===== config.mk =====
export PLATFORM = sky130hd
export DESIGN_NAME = modbus_rtu_frame_receiver
export DESIGN_NICKNAME = d
export VERILOG_FILES = /design/src/mrfr_pkg.sv /design/src/mrfr_datapath.sv /design/src/mrfr_ctrl.sv /design/src/modbus_rtu_frame_receiver.sv
export VERILOG_INCLUDE_DIRS = /design/src /design/src/src
export SDC_FILE = /design/constraint.sdc
export NUM_CORES = 1
export LEC_CHECK = 0
export ABC_AREA = 1
export BUFFER_PORTS_ARGS = -buffer_cell sky130_fd_sc_hd__buf_2
export CORE_ASPECT_RATIO = 0.7
export CORE_MARGIN = 1
export CORE_UTILIZATION = 57
export DETAILED_ROUTE_END_ITERATION = 10
export PLACE_DENSITY = 0.73
export SYNTH_ARGS = -nofsm -noshare
export SYNTH_HDL_FRONTEND = slang
export SYNTH_SLANG_ARGS = --single-unit
export TNS_END_PERCENT = 30

===== constraint.sdc =====
create_clock -name i_clk -period 2.9 [get_ports i_clk]
set_input_delay 0.58 -clock i_clk [delete_from_list [all_inputs] [get_ports i_clk]]
set_output_delay 0.58 -clock i_clk [all_outputs]
set_load 0.01 [all_outputs]

===== src/modbus_rtu_frame_receiver_macros.svh =====
// ----------------------------------------------------------------------------
// Modbus RTU frame receiver assertion macros
// Concurrent assertion wrappers sampled on i_clk, disabled while i_rst_n is low.
// ----------------------------------------------------------------------------
`ifndef MODBUS_RTU_FRAME_RECEIVER_MACROS_SVH
`define MODBUS_RTU_FRAME_RECEIVER_MACROS_SVH

`ifndef ASSERT_OFF
`define MRFR_ASSERT(lbl, expr) \
    lbl: assert property (@(posedge i_clk) disable iff (!i_rst_n) (expr)) \
        else $error("mrfr assertion failed");
`define MRFR_ASSERT_IMP(lbl, ante, cons) \
    lbl: assert property (@(posedge i_clk) disable iff (!i_rst_n) (ante) |-> (cons)) \
        else $error("mrfr assertion failed");
`define MRFR_ASSERT_NXT(lbl, ante, cons) \
    lbl: assert property (@(posedge i_clk) disable iff (!i_rst_n) (ante) |=> (cons)) \
        else $error("mrfr assertion failed");
`else
`define MRFR_ASSERT(lbl, expr)
`define MRFR_ASSERT_IMP(lbl, ante, cons)
`define MRFR_ASSERT_NXT(lbl, ante, cons)
`endif

`endif


===== src/mrfr_pkg.sv =====
// ----------------------------------------------------------------------------
// mrfr_pkg
// Shared types, constants and CRC helper for the Modbus RTU frame receiver.
// ----------------------------------------------------------------------------
`default_nettype none

package mrfr_pkg;

    localparam int BUFFER_BYTES_DEF = 64;
    localparam int LEN_W            = 9;

    localparam logic [7:0] ADDR_RESET      = 8'h01;
    localparam logic [7:0] FN_READ_HOLD    = 8'h03;
    localparam logic [7:0] FN_READ_INPUT   = 8'h04;
    localparam logic [7:0] FN_WRITE_COIL   = 8'h05;
    localparam logic [7:0] FN_WRITE_REG    = 8'h06;
    localparam logic [7:0] FN_WRITE_MULTI  = 8'h10;
    localparam logic [15:0] CRC_INIT       = 16'hFFFF;
    localparam logic [15:0] CRC_POLY       = 16'hA001;
    localparam logic [LEN_W-1:0] BODY_FIXED = 9'd6;
    localparam logic [LEN_W-1:0] BODY_EXTRA = 9'd7;
    localparam logic [LEN_W-1:0] CRC_BYTES  = 9'd2;

    typedef enum logic [4:0] {
        S_IDLE,
        S_CHECK,
        S_SYNC,
        S_SYNC_CHK0,
        S_SYNC_CHK1,
        S_LEN_RD1,
        S_LEN_CHK1,
        S_LEN_CHK6,
        S_LEN_EVAL,
        S_CRC_RD,
        S_CRC_STEP,
        S_CMP_RD0,
        S_CMP0,
        S_CMP_RD1,
        S_CMP1,
        S_EMIT_RD,
        S_EMIT_LD,
        S_EMIT_WAIT
    } t_state;

    typedef enum logic [1:0] {
        RD_ZERO,
        RD_ONE,
        RD_SIX,
        RD_IDX
    } t_rd_sel;

    typedef struct packed {
        logic    accept;
        logic    drop;
        logic    clear_count;
        t_rd_sel rd_sel;
        logic    idx_clr;
        logic    idx_inc;
        logic    crc_init;
        logic    crc_step;
        logic    fn16_load;
        logic    body_load;
        logic    out_load;
    } t_cmd;

    typedef struct packed {
        logic count_zero;
        logic count_le2;
        logic count_ge2;
        logic count_lt8;
        logic count_lt_frame;
        logic frame_too_big;
        logic addr_ok;
        logic fn_ok;
        logic idx_done;
        logic crc_lo_ok;
        logic crc_hi_ok;
        logic out_taken;
        logic out_last;
    } t_status;

    function automatic logic [15:0] crc_byte(input logic [15:0] crc_in,
                                             input logic [7:0]  data);
        logic [15:0] c;
        c = crc_in ^ {8'h00, data};
        for (int b = 0; b < 8; b++) begin
            if (c[0]) begin
                c = (c >> 1) ^ CRC_POLY;
            end else begin
                c = c >> 1;
            end
        end
        return c;
    endfunction

endpackage

`default_nettype wire


===== src/mrfr_datapath.sv =====
// ----------------------------------------------------------------------------
// mrfr_datapath
// Circular byte store, length/CRC registers, address register, output stage.
// ----------------------------------------------------------------------------
`default_nettype none

`include "modbus_rtu_frame_receiver_macros.svh"

module mrfr_datapath #(
    parameter int BUFFER_BYTES = mrfr_pkg::BUFFER_BYTES_DEF
) (
    input  wire logic             i_clk,
    input  wire logic             i_rst_n,
    input  wire logic             i_cfg_wr_en,
    input  wire logic [7:0]       i_cfg_wr_data,
    input  wire logic [7:0]       i_rx_byte,
    input  wire logic             i_frame_stall,
    input  wire mrfr_pkg::t_cmd   i_cmd,
    output mrfr_pkg::t_status     o_status,
    output logic                  o_frame_valid,
    output logic [7:0]            o_frame_byte,
    output logic [5:0]            o_byte_index,
    output logic                  o_last_byte
);

    localparam int PW = $clog2(BUFFER_BYTES);
    localparam int CW = $clog2(BUFFER_BYTES + 1);
    localparam int LW = mrfr_pkg::LEN_W;

    function automatic logic [PW-1:0] f_wrap(input logic [PW:0] s);
        logic [PW:0] t;
        t = s;
        if (s >= (PW+1)'(BUFFER_BYTES)) begin
            t = s - (PW+1)'(BUFFER_BYTES);
        end
        return t[PW-1:0];
    endfunction

    logic [7:0]    mem [BUFFER_BYTES];
    logic [7:0]    r_rd_data;
    logic [PW-1:0] r_head;
    logic [CW-1:0] r_count;
    logic [PW-1:0] r_idx;
    logic          r_fn16;
    logic [LW-1:0] r_body;
    logic [15:0]   r_crc;
    logic [7:0]    r_addr;
    logic          r_out_valid;
    logic [7:0]    r_out_byte;
    logic [5:0]    r_out_idx;
    logic          r_out_last;

    logic [PW:0]   rd_off;
    logic [PW-1:0] rd_addr;
    logic [PW-1:0] wr_addr;
    logic [PW-1:0] head_inc;
    logic          full;
    logic [LW-1:0] frame;
    logic          taken;

    always_comb begin
        unique case (i_cmd.rd_sel)
            mrfr_pkg::RD_ZERO: rd_off = '0;
            mrfr_pkg::RD_ONE:  rd_off = (PW+1)'(1);
            mrfr_pkg::RD_SIX:  rd_off = (PW+1)'(6);
            mrfr_pkg::RD_IDX:  rd_off = {1'b0, r_idx};
            default:           rd_off = '0;
        endcase
    end

    assign rd_addr  = f_wrap({1'b0, r_head} + rd_off);
    assign wr_addr  = f_wrap({1'b0, r_head} + (PW+1)'(r_count));
    assign head_inc = (r_head == PW'(BUFFER_BYTES - 1)) ? '0 : r_head + 1'b1;
    assign full     = (r_count == CW'(BUFFER_BYTES));
    assign frame    = r_body + mrfr_pkg::CRC_BYTES;
    assign taken    = r_out_valid && !i_frame_stall;

    always_ff @(posedge i_clk) begin
        if (i_cmd.accept) begin
            mem[wr_addr] <= i_rx_byte;
        end
        r_rd_data <= mem[rd_addr];
    end

    always_ff @(posedge i_clk) begin
        if (!i_rst_n) begin
            r_head      <= '0;
            r_count     <= '0;
            r_idx       <= '0;
            r_addr      <= mrfr_pkg::ADDR_RESET;
            r_out_valid <= 1'b0;
        end else begin
            if (i_cfg_wr_en) begin
                r_addr <= i_cfg_wr_data;
            end
            if (i_cmd.accept) begin
                if (full) begin
                    r_head <= head_inc;
                end else begin
                    r_count <= r_count + 1'b1;
                end
            end else if (i_cmd.drop) begin
                r_head  <= head_inc;
                r_count <= r_count - 1'b1;
            end else if (i_cmd.clear_count) begin
                r_count <= '0;
            end
            if (i_cmd.idx_clr) begin
                r_idx <= '0;
            end else if (i_cmd.idx_inc) begin
                r_idx <= r_idx + 1'b1;
            end
            if (i_cmd.out_load) begin
                r_out_valid <= 1'b1;
            end else if (taken) begin
                r_out_valid <= 1'b0;
            end
        end
    end

    always_ff @(posedge i_clk) begin
        if (i_cmd.fn16_load) begin
            r_fn16 <= (r_rd_data == mrfr_pkg::FN_WRITE_MULTI);
        end
        if (i_cmd.body_load) begin
            r_body <= r_fn16 ? LW'(r_rd_data) + mrfr_pkg::BODY_EXTRA
                             : mrfr_pkg::BODY_FIXED;
        end
        if (i_cmd.crc_init) begin
            r_crc <= mrfr_pkg::CRC_INIT;
        end else if (i_cmd.crc_step) begin
            r_crc <= mrfr_pkg::crc_byte(r_crc, r_rd_data);
        end
        if (i_cmd.out_load) begin
            r_out_byte <= r_rd_data;
            r_out_idx  <= 6'(r_idx);
            r_out_last <= (LW'(r_idx) == r_body + LW'(1));
        end
    end

    always_comb begin
        o_status.count_zero     = (r_count == '0);
        o_status.count_le2      = (r_count <= CW'(2));
        o_status.count_ge2      = (r_count >= CW'(2));
        o_status.count_lt8      = (r_count < CW'(8));
        o_status.count_lt_frame = ((LW+1)'(r_count) < {1'b0, frame});
        o_status.frame_too_big  = ({1'b0, frame} > (LW+1)'(BUFFER_BYTES));
        o_status.addr_ok        = (r_rd_data == r_addr);
        o_status.fn_ok          = (r_rd_data == mrfr_pkg::FN_READ_HOLD)
                               || (r_rd_data == mrfr_pkg::FN_READ_INPUT)
                               || (r_rd_data == mrfr_pkg::FN_WRITE_COIL)
                               || (r_rd_data == mrfr_pkg::FN_WRITE_REG)
                               || (r_rd_data == mrfr_pkg::FN_WRITE_MULTI);
        o_status.idx_done       = (LW'(r_idx) == r_body);
        o_status.crc_lo_ok      = (r_rd_data == r_crc[7:0]);
        o_status.crc_hi_ok      = (r_rd_data == r_crc[15:8]);
        o_status.out_taken      = taken;
        o_status.out_last       = r_out_last;
    end

    assign o_frame_valid = r_out_valid;
    assign o_frame_byte  = r_out_byte;
    assign o_byte_index  = r_out_idx;
    assign o_last_byte   = r_out_last;

    `MRFR_ASSERT(a_count_bound, r_count <= CW'(BUFFER_BYTES))
    `MRFR_ASSERT_NXT(a_clear_empty, i_cmd.clear_count, r_count == '0)
    `MRFR_ASSERT_IMP(a_load_free, i_cmd.out_load, !r_out_valid)
    `MRFR_ASSERT_NXT(a_accept_grow, i_cmd.accept && !full, r_count == $past(r_count) + 1'b1)

endmodule

`default_nettype wire


===== src/mrfr_ctrl.sv =====
// ----------------------------------------------------------------------------
// mrfr_ctrl
// Sequencer: store, resync, length check, CRC pass, compare and frame output.
// ----------------------------------------------------------------------------
`default_nettype none

module mrfr_ctrl (
    input  wire logic              i_clk,
    input  wire logic              i_rst_n,
    input  wire logic              i_rx_valid,
    input  wire mrfr_pkg::t_status i_status,
    output logic                   o_rx_stall,
    output mrfr_pkg::t_cmd         o_cmd
);

    mrfr_pkg::t_state r_state;
    mrfr_pkg::t_state n_state;

    always_ff @(posedge i_clk) begin
        if (!i_rst_n) begin
            r_state <= mrfr_pkg::S_IDLE;
        end else begin
            r_state <= n_state;
        end
    end

    always_comb begin
        n_state = r_state;
        unique case (r_state)
            mrfr_pkg::S_IDLE: begin
                if (i_rx_valid) n_state = mrfr_pkg::S_CHECK;
            end
            mrfr_pkg::S_CHECK: begin
                if (i_status.count_le2) begin
                    n_state = mrfr_pkg::S_SYNC;
                end else if (i_status.count_lt8) begin
                    n_state = mrfr_pkg::S_IDLE;
                end else begin
                    n_state = mrfr_pkg::S_LEN_RD1;
                end
            end
            mrfr_pkg::S_SYNC: begin
                n_state = i_status.count_zero ? mrfr_pkg::S_IDLE : mrfr_pkg::S_SYNC_CHK0;
            end
            mrfr_pkg::S_SYNC_CHK0: begin
                if (!i_status.addr_ok) begin
                    n_state = mrfr_pkg::S_SYNC;
                end else if (i_status.count_ge2) begin
                    n_state = mrfr_pkg::S_SYNC_CHK1;
                end else begin
                    n_state = mrfr_pkg::S_IDLE;
                end
            end
            mrfr_pkg::S_SYNC_CHK1: begin
                n_state = i_status.fn_ok ? mrfr_pkg::S_IDLE : mrfr_pkg::S_SYNC;
            end
            mrfr_pkg::S_LEN_RD1:  n_state = mrfr_pkg::S_LEN_CHK1;
            mrfr_pkg::S_LEN_CHK1: n_state = mrfr_pkg::S_LEN_CHK6;
            mrfr_pkg::S_LEN_CHK6: n_state = mrfr_pkg::S_LEN_EVAL;
            mrfr_pkg::S_LEN_EVAL: begin
                if (i_status.frame_too_big) begin
                    n_state = mrfr_pkg::S_SYNC;
                end else if (i_status.count_lt_frame) begin
                    n_state = mrfr_pkg::S_IDLE;
                end else begin
                    n_state = mrfr_pkg::S_CRC_RD;
                end
            end
            mrfr_pkg::S_CRC_RD: begin
                n_state = i_status.idx_done ? mrfr_pkg::S_CMP_RD0 : mrfr_pkg::S_CRC_STEP;
            end
            mrfr_pkg::S_CRC_STEP: n_state = mrfr_pkg::S_CRC_RD;
            mrfr_pkg::S_CMP_RD0:  n_state = mrfr_pkg::S_CMP0;
            mrfr_pkg::S_CMP0: begin
                n_state = i_status.crc_lo_ok ? mrfr_pkg::S_CMP_RD1 : mrfr_pkg::S_SYNC;
            end
            mrfr_pkg::S_CMP_RD1:  n_state = mrfr_pkg::S_CMP1;
            mrfr_pkg::S_CMP1: begin
                n_state = i_status.crc_hi_ok ? mrfr_pkg::S_EMIT_RD : mrfr_pkg::S_SYNC;
            end
            mrfr_pkg::S_EMIT_RD:  n_state = mrfr_pkg::S_EMIT_LD;
            mrfr_pkg::S_EMIT_LD:  n_state = mrfr_pkg::S_EMIT_WAIT;
            mrfr_pkg::S_EMIT_WAIT: begin
                if (i_status.out_taken) begin
                    n_state = i_status.out_last ? mrfr_pkg::S_IDLE : mrfr_pkg::S_EMIT_RD;
                end
            end
            default: n_state = mrfr_pkg::S_IDLE;
        endcase
    end

    always_comb begin
        o_cmd        = '0;
        o_cmd.rd_sel = mrfr_pkg::RD_ZERO;
        o_rx_stall   = 1'b1;
        unique case (r_state)
            mrfr_pkg::S_IDLE: begin
                o_rx_stall   = 1'b0;
                o_cmd.accept = i_rx_valid;
            end
            mrfr_pkg::S_CHECK: ;
            mrfr_pkg::S_SYNC: o_cmd.rd_sel = mrfr_pkg::RD_ZERO;
            mrfr_pkg::S_SYNC_CHK0: begin
                o_cmd.drop   = !i_status.addr_ok;
                o_cmd.rd_sel = mrfr_pkg::RD_ONE;
            end
            mrfr_pkg::S_SYNC_CHK1: o_cmd.drop = !i_status.fn_ok;
            mrfr_pkg::S_LEN_RD1:   o_cmd.rd_sel = mrfr_pkg::RD_ONE;
            mrfr_pkg::S_LEN_CHK1: begin
                o_cmd.fn16_load = 1'b1;
                o_cmd.rd_sel    = mrfr_pkg::RD_SIX;
            end
            mrfr_pkg::S_LEN_CHK6: o_cmd.body_load = 1'b1;
            mrfr_pkg::S_LEN_EVAL: begin
                o_cmd.drop     = i_status.frame_too_big;
                o_cmd.crc_init = 1'b1;
                o_cmd.idx_clr  = 1'b1;
            end
            mrfr_pkg::S_CRC_RD: o_cmd.rd_sel = mrfr_pkg::RD_IDX;
            mrfr_pkg::S_CRC_STEP: begin
                o_cmd.crc_step = 1'b1;
                o_cmd.idx_inc  = 1'b1;
            end
            mrfr_pkg::S_CMP_RD0: o_cmd.rd_sel = mrfr_pkg::RD_IDX;
            mrfr_pkg::S_CMP0: begin
                o_cmd.drop    = !i_status.crc_lo_ok;
                o_cmd.idx_inc = i_status.crc_lo_ok;
            end
            mrfr_pkg::S_CMP_RD1: o_cmd.rd_sel = mrfr_pkg::RD_IDX;
            mrfr_pkg::S_CMP1: begin
                o_cmd.drop    = !i_status.crc_hi_ok;
                o_cmd.idx_clr = i_status.crc_hi_ok;
            end
            mrfr_pkg::S_EMIT_RD: o_cmd.rd_sel = mrfr_pkg::RD_IDX;
            mrfr_pkg::S_EMIT_LD: o_cmd.out_load = 1'b1;
            mrfr_pkg::S_EMIT_WAIT: begin
                o_cmd.clear_count = i_status.out_taken && i_status.out_last;
                o_cmd.idx_inc     = i_status.out_taken && !i_status.out_last;
            end
            default: ;
        endcase
    end

endmodule

`default_nettype wire


===== src/modbus_rtu_frame_receiver.sv =====
// ----------------------------------------------------------------------------
// modbus_rtu_frame_receiver
// Modbus RTU slave receiver: buffers bytes, resyncs on header, checks CRC-16
// and outputs each validated frame one byte per request.
//
//   channel  | direction | handshake                  | payload
//   rx       | in        | i_rx_valid / o_rx_stall    | i_rx_byte
//   frame    | out       | o_frame_valid / i_frame_stall | o_frame_byte, o_byte_index, o_last_byte
//   cfg      | in        | i_cfg_wr_en                | i_cfg_wr_data (slave address)
//
// One byte request at a time; o_rx_stall is low only in the idle state.
// With 3 to 7 bytes held, a new byte is taken straight back in idle; with 1 or 2 held, the
// header is checked, dropping bytes on address or function mismatch until it passes or empties.
// From 8 held bytes the length is checked, with a CRC pass once the whole frame is held.
// Output of each frame byte waits while i_frame_stall is high.
// Reset (synchronous, i_rst_n low) empties the store; its contents are not cleared.
// ----------------------------------------------------------------------------
`default_nettype none

module modbus_rtu_frame_receiver #(
    parameter int BUFFER_BYTES = mrfr_pkg::BUFFER_BYTES_DEF
) (
    input  wire logic       i_clk,
    input  wire logic       i_rst_n,
    input  wire logic       i_cfg_wr_en,
    input  wire logic [7:0] i_cfg_wr_data,
    input  wire logic       i_rx_valid,
    output logic            o_rx_stall,
    input  wire logic [7:0] i_rx_byte,
    output logic            o_frame_valid,
    input  wire logic       i_frame_stall,
    output logic [7:0]      o_frame_byte,
    output logic [5:0]      o_byte_index,
    output logic            o_last_byte
);

    mrfr_pkg::t_cmd    cmd;
    mrfr_pkg::t_status status;

    mrfr_ctrl u_ctrl (
        .i_clk      (i_clk),
        .i_rst_n    (i_rst_n),
        .i_rx_valid (i_rx_valid),
        .i_status   (status),
        .o_rx_stall (o_rx_stall),
        .o_cmd      (cmd)
    );

    mrfr_datapath #(
        .BUFFER_BYTES (BUFFER_BYTES)
    ) u_datapath (
        .i_clk         (i_clk),
        .i_rst_n       (i_rst_n),
        .i_cfg_wr_en   (i_cfg_wr_en),
        .i_cfg_wr_data (i_cfg_wr_data),
        .i_rx_byte     (i_rx_byte),
        .i_frame_stall (i_frame_stall),
        .i_cmd         (cmd),
        .o_status      (status),
        .o_frame_valid (o_frame_valid),
        .o_frame_byte  (o_frame_byte),
        .o_byte_index  (o_byte_index),
        .o_last_byte   (o_last_byte)
    );

endmodule

`default_nettype wire

-- After elaboration in Yosys (flattened, before gate mapping)
Memory sizes are Yosys's and may differ from the RTL's. A register that Yosys moved wholly into a read port is not among the register bits.
Index checks and enable logic that the tools add are counted.
- flip-flop bits (word level): 74
- memory bits (writable): 512
- input bits: 21
- output and inout bits: 17
- logic and storage cells: 166
- memories: 1
- $add $sub $neg: 11
- order comparisons: 7
- eq/ne operators: 36
- mux-type cells: 64
- bitwise logic cells: 10
- reduce and logical (&&, ||, !) cells: 25
- memory list (name ; depth ; bits a word ; read ports ; clocked after memory_dff ; write ports ; line ; text):
    u_datapath.mem ; 64 ; 8 ; 1 ; 1 ; 1 ; mrfr_datapath.sv:39 ; logic [7:0] mem [BUFFER_BYTES];
- operators by type and width (kind ; number):
    16-bit 2-to-1 mux ; 22
    5-bit one-hot mux with 18 select lines ; 1
    5-bit by 4-bit equality test with 1-bit output, second input constant ; 8
    6-bit 2-to-1 mux ; 6
    7-bit 2-to-1 mux ; 4
    7-bit one-hot mux with 4 select lines ; 1
    5-bit 2-to-1 mux ; 5
    8-bit by 3-bit equality test with 1-bit output, second input constant ; 3
    8-bit equality test ; 3
    2-bit inverter with 3-bit output ; 8
    5-bit by 3-bit equality test with 1-bit output, second input constant ; 4
    6-bit by 9-bit equality test with 1-bit output ; 2
    4-bit 2-to-1 mux ; 4
    16-bit by 8-bit XOR with 16-bit output ; 1
    6-bit by 7-bit adder with 7-bit output ; 2
    7-bit >= comparator, second input constant ; 2
    1-bit 2-to-1 mux ; 13
    6-bit by 1-bit adder with 6-bit output, second input constant ; 2
    6-bit by 1-bit subtractor with 6-bit output, second input constant ; 2
    5-bit by 2-bit equality test with 1-bit output, second input constant ; 2
    5-bit equality test, second input constant ; 2
    8-bit by 3-bit adder with 9-bit output, second input constant ; 1
    9-bit by 1-bit adder with 9-bit output, second input constant ; 1
    9-bit by 2-bit adder with 9-bit output, second input constant ; 1
    other kinds (34) ; 53

-- Longest topological paths before layout
- word-level depth: 31
- mapped depth: 22
- depth with buffers taken out: 21

-- Hierarchy
From an unflattened synthesis, not the netlist that was laid out.
- cell total of the unflattened synthesis: 2256
- area total of the unflattened synthesis: 25604.6 um^2
- by module, submodules not included (module ; instances ; cells an instance ; area an instance (um^2) ; seq. area each (um^2)):
    mrfr_datapath ; 1 ; 2142 ; 25020.2 ; 17166.5
    mrfr_ctrl ; 1 ; 114 ; 584.3 ; 100.1

-- Least setup slack after synthesis
OpenSTA, ideal clock, no wires.
- kind: register to register
- start: register u_ctrl.r_state[1]
- end: register u_datapath.r_rd_data[6], read port of u_datapath.mem
- arrival time: 2.902 ns
- required time: 2.840 ns
- slack: -0.062 ns
- cell stages (with the launch flop): 20
- buffers on the path: 2
- period minus slack after synthesis: 2.962 ns
- cell sequence: dfxtp_1 > inv_2 > nor3_2 > inv_1 > nor2_1 > nor2_1 > o21ai_0 > inv_1 > ha_1 > fa_1 > buf_2 > clkbuf_1 > o21ai_0 > o22ai_1 > nand2_1 > nand2_1 > nor2_1 > o31ai_1 > nand2_1 > nand2_1
- longest elaborated chain between the ends: 8
- ends and longest elaborated chain (what ; line ; text):
    from (decl) ; mrfr_ctrl.sv:16 ; mrfr_pkg::t_state r_state;
    from (signal assigned) ; mrfr_ctrl.sv:21 ; r_state <= mrfr_pkg::S_IDLE;
    from (signal assigned) ; mrfr_ctrl.sv:23 ; r_state <= n_state;
    5-bit by 4-bit equality test with 1-bit output, or another cell as far along ; mrfr_ctrl.sv:96 ; unique case (r_state)
    4-bit OR reduction (no line) or 2-bit OR reduction (tied branches) ; - ;
    2-bit one-hot mux with 3 select lines (*) ; mrfr_ctrl.sv:96 ;
    2-bit equality test, or another cell as far along ; mrfr_datapath.sv:62 ; unique case (i_cmd.rd_sel)
    7-bit one-hot mux with 4 select lines (*) ; mrfr_datapath.sv:62 ;
    6-bit by 7-bit adder with 7-bit output (*) ; mrfr_datapath.sv:71 ; assign rd_addr = f_wrap({1'b0, r_head} + rd_off);
    6-bit by 1-bit subtractor with 6-bit output or 7-bit >= comparator (tied branches) ; mrfr_datapath.sv:34, mrfr_datapath.sv:33 ;
    6-bit 2-to-1 mux (*) ; mrfr_datapath.sv:33 ; if (s >= (PW+1)'(BUFFER_BYTES)) begin
    to (decl) ; mrfr_datapath.sv:40 ; logic [7:0] r_rd_data;
Every way passes the cells marked *; elsewhere a longest branch is shown, timed or not. The select of a mux whose other input is x is not followed.
A chain may end at the register's enable or synchronous reset.

-- Final worst setup path
- start: register u_ctrl.r_state[4]
- end: register u_datapath.r_rd_data[4], read port of u_datapath.mem
Same word-level chain as after synthesis.

==> results.ini <==
[run_status]
status = finished, violations left
violations = setup timing

[floorplan]
coreArea_um2 = 44040
die_x_um = 255.5
dieArea_um2 = 45840
start_util = 0.5820
io_pins = 38
row_count = 64
fp.dieH_um = 179.4

[power_and_ir_drop]
leakagePower_nw = 11.17
p_per_area_nw_per_um2 = 861.1
ir_drop_uv = 629.9
total_power_mw = 26.50

[sta]
setup_tns_ns = -5.462
worst_slew_pin_slew_ns = 0.8608
period_share = 1.255
fmax_ghz = 0.2748
slew_viol_final = 0
hold_viol_final = 0
rsz0062_at_grt = true
fin_ws_ns = -0.7393
holdWs_ns = 0.1915
setup_violations = 8
finalCriticalPeriod_ns = 3.639
max-slew-margin-rel = 0.4253
finClkSkew_ns = 0.02112

[routing]
wl_per_cell_um = 23.05
via_per_inst = 6.145
num_vias = 19180
routed_wirelength_um = 71950
drc = 0
drtAntennaViolNets = 0
first_iter_violations = 2643
dr.pass1.iters = 6

[grt]
grt_max_degree = 65
grt_pass1_vias = 18350
antenna_found_initial = 0
grt_pass1_wl_um = 107600
grt-ovfl-total = 0
track_usage = 0.3062

[synth]
avgSynthCellArea_um2 = 11.29
synthesis.nets = 2326
seq_area_frac_synth = 0.6736
synthSimpleGateAreaFrac = 0.1364
synthMuxAreaShare = 0
synth_cell_types = 49
syn_area_um2 = 25630
syn_inst = 2270
ys_ff_latch = 594
synthAdderAreaFrac = 0.01767
synth_top_family_by_area = simple AND/OR/NAND/NOR gates
yosys_warnings = 0
synth_compound_area_frac = 0.1138
yosys.area_share.xor_xnor = 0.02148

[worst_setup_path]
cp.buffers_inverters = 7
critPathTopFamily = adder cells
end_kind = flop
crit_path_top_delay_cell = fa_4
critPathMaxFanout = 5
critPathKind = flop to flop
start_kind = flop
cp_slowest_stage_delay_ns = 0.85
path_cells = nor3_4, inv_2, nor2_4, nor2_2, o21ai_2, inv_2, ha_4, fa_4, buf_12, buf_8, buf_12, buf_12, buf_4, o21ai_2, o221ai_1, nand3_2, a21boi_2, o21ai_1, nand2_1
cp_common_cell = buf_12
arrival_ns = 4.19
required_ns = 3.45

[clock_tree]
cts.path.max_buffers = 3
cts_tree = built
cts_sinks = 594
cts_max_level = 2
cts_root_buffer = clkbuf_16
clk_pin_slew_ns = 0.06
insertion_delay_ns = 0.61
cts-buffers-inserted = 54

[finish]
multiInputGateArea_um2 = 7950
fin_nets = 2539
drive_above_1_share = 0.2006
num-fill-cells = 3018
antenna_cells = 0
seqCellArea_um2 = 17270
syn_to_final_growth_pct = 20.05

[min_path]
hp-class = input port to flop

[placed_design]
io_buffers = 37
dp_hpwl_um = 44410
globalplace.congestion = 0.9802

[job]
cap_violations = 0

[cells by family after synthesis]
group	after synthesis
AOI/OAI and AO/OA	506
xor gates and xnor gates	59
adders and majority gates	35
buffers and inverters	222
DFF	594
and+or+nand+nor	854
[synthesized netlist by cell type, drive strengths merged]
cell type	count	area, um^2
nand3b	4	30.03
clkbuf	72	275.3
a211oi	2	15.01
o221ai	64	560.5
edfxtp	537	16130
xnor2	30	296.5
o22ai	64	400.4
clkinv	1	3.750
a21boi	15	112.6
o31ai	1	7.510
fa	2	40.04
dfxtp	57	1141
a31oi	2	12.51
a21oi	39	195.2
o2111a	1	11.26
inv	99	374.1
nor3b	1	7.510
nor3	36	195.2
or2	1	6.260
buf	50	296.5
a22oi	1	7.510
nor4	2	12.51
o2111ai	1	8.760
nor2	461	1753
xor2	29	254.0
ha	33	412.9
nand2	266	1028
nand3	77	410.4
nand4	5	46.29
o21a	2	15.01
and2	1	6.260
o21ai	314	1572
[state kept, by name, summed over array words and instances, names as in the netlist, 7 cells and up]
signal	cells
u_datapath.mem	512
u_datapath.r_crc	16
u_datapath.r_rd_data	8
u_datapath.r_addr	8
u_datapath.o_frame_byte	8
u_datapath.r_count	7
u_datapath.r_body	9
[layout by cell type (no fill, tap or decap), types with 54 or more instances in the layout]
cell and instances:
edfxtp_1 537, dfxtp_1 54, buf_4 190, o21ai_0 273, nand2_1 245, inv_1 76, nand3_1 67, o221ai_1 58
o22ai_1 59, nor2_1 432, clkbuf_16 58
[stage by stage]
stage | worst slack (ns) | instances | area (um^2) | utilization
5_1_grt | -0.7777 | 3122 | 30770 | 0.6987
3_5_place_dp | -0.8511 | 2991 | 27950 | 0.6345
2_1_floorplan | -0.001742 | 2270 | 25650 | -
6_report | -0.7393 | 3122 | 30770 | 0.6987
4_1_cts | -0.6519 | 3106 | 30080 | 0.6830
3_3_place_gp | -0.8530 | 2991 | 27950 | 0.6345
[worst reg2reg max path: stages, from the launching register on]
cell and delay, ns:
dfxtp_4 0.37, nor3_4 0.24, inv_2 0.08, nor2_4 0.11, nor2_2 0.06, o21ai_2 0.13
inv_2 0.06, ha_4 0.16, fa_4 0.85, buf_12 0.15, buf_8 0.12, buf_12 0.14
buf_12 0.12, buf_4 0.11, o21ai_2 0.06, o221ai_1 0.27, nand3_2 0.17, a21boi_2 0.24
o21ai_1 0.10, nand2_1 0.07
[metal layers]
layer | routed length (um) | GRT usage | part of all wire
met1 | 29230 | 0.4474 | 0.41
met2 | 31680 | 0.4552 | 0.44
met5 | 0 | 0 | 0
met4 | 2010 | 0.09772 | 0.028
met3 | 9026 | 0.07332 | 0.13
[what timing repair did]
item	in CTS	in global routing
resized for setup	51	142
setup endpoints to repair	8	257
gates cloned	6	3
pin swaps	27	87
buffers inserted	8	19
hold buffers	0	0
[layout make-up]
| class | count | share of cell area |
|---|---|---|
| Timing Repair Buffer | 279 | 0.08644 |
| Clock inverter | 29 | 0.008254 |
| Tap cell | 594 | 0.02415 |
| Clock buffer | 72 | 0.04810 |
| Sequential cell | 594 | 0.5613 |
| Multi-Input combinational cell | 1454 | 0.2584 |
| Inverter | 100 | 0.01338 |
[final timing paths]
path                                  from                  endpoint  slack [ns]  cells after the start
hold reg to reg   u_datapath.o_frame_valid  u_datapath.o_frame_valid        0.48                      2
hold / removal            i_cfg_wr_data[0]      u_datapath.r_addr[0]        0.19                      3
setup / recovery         u_ctrl.r_state[4]   u_datapath.r_rd_data[4]       -0.74                     19
setup reg to reg         u_ctrl.r_state[4]   u_datapath.r_rd_data[4]       -0.74                     19
[power breakdown]
group / switching [mW] / leakage, nW / internal (mW)
Combinational: 5.88 / 5.03 / 3.22
Clock: 3.14 / 0.847 / 3.95
Sequential: 0.478 / 5.29 / 9.84
No activity file was read; power rests on OpenSTA's default activity.
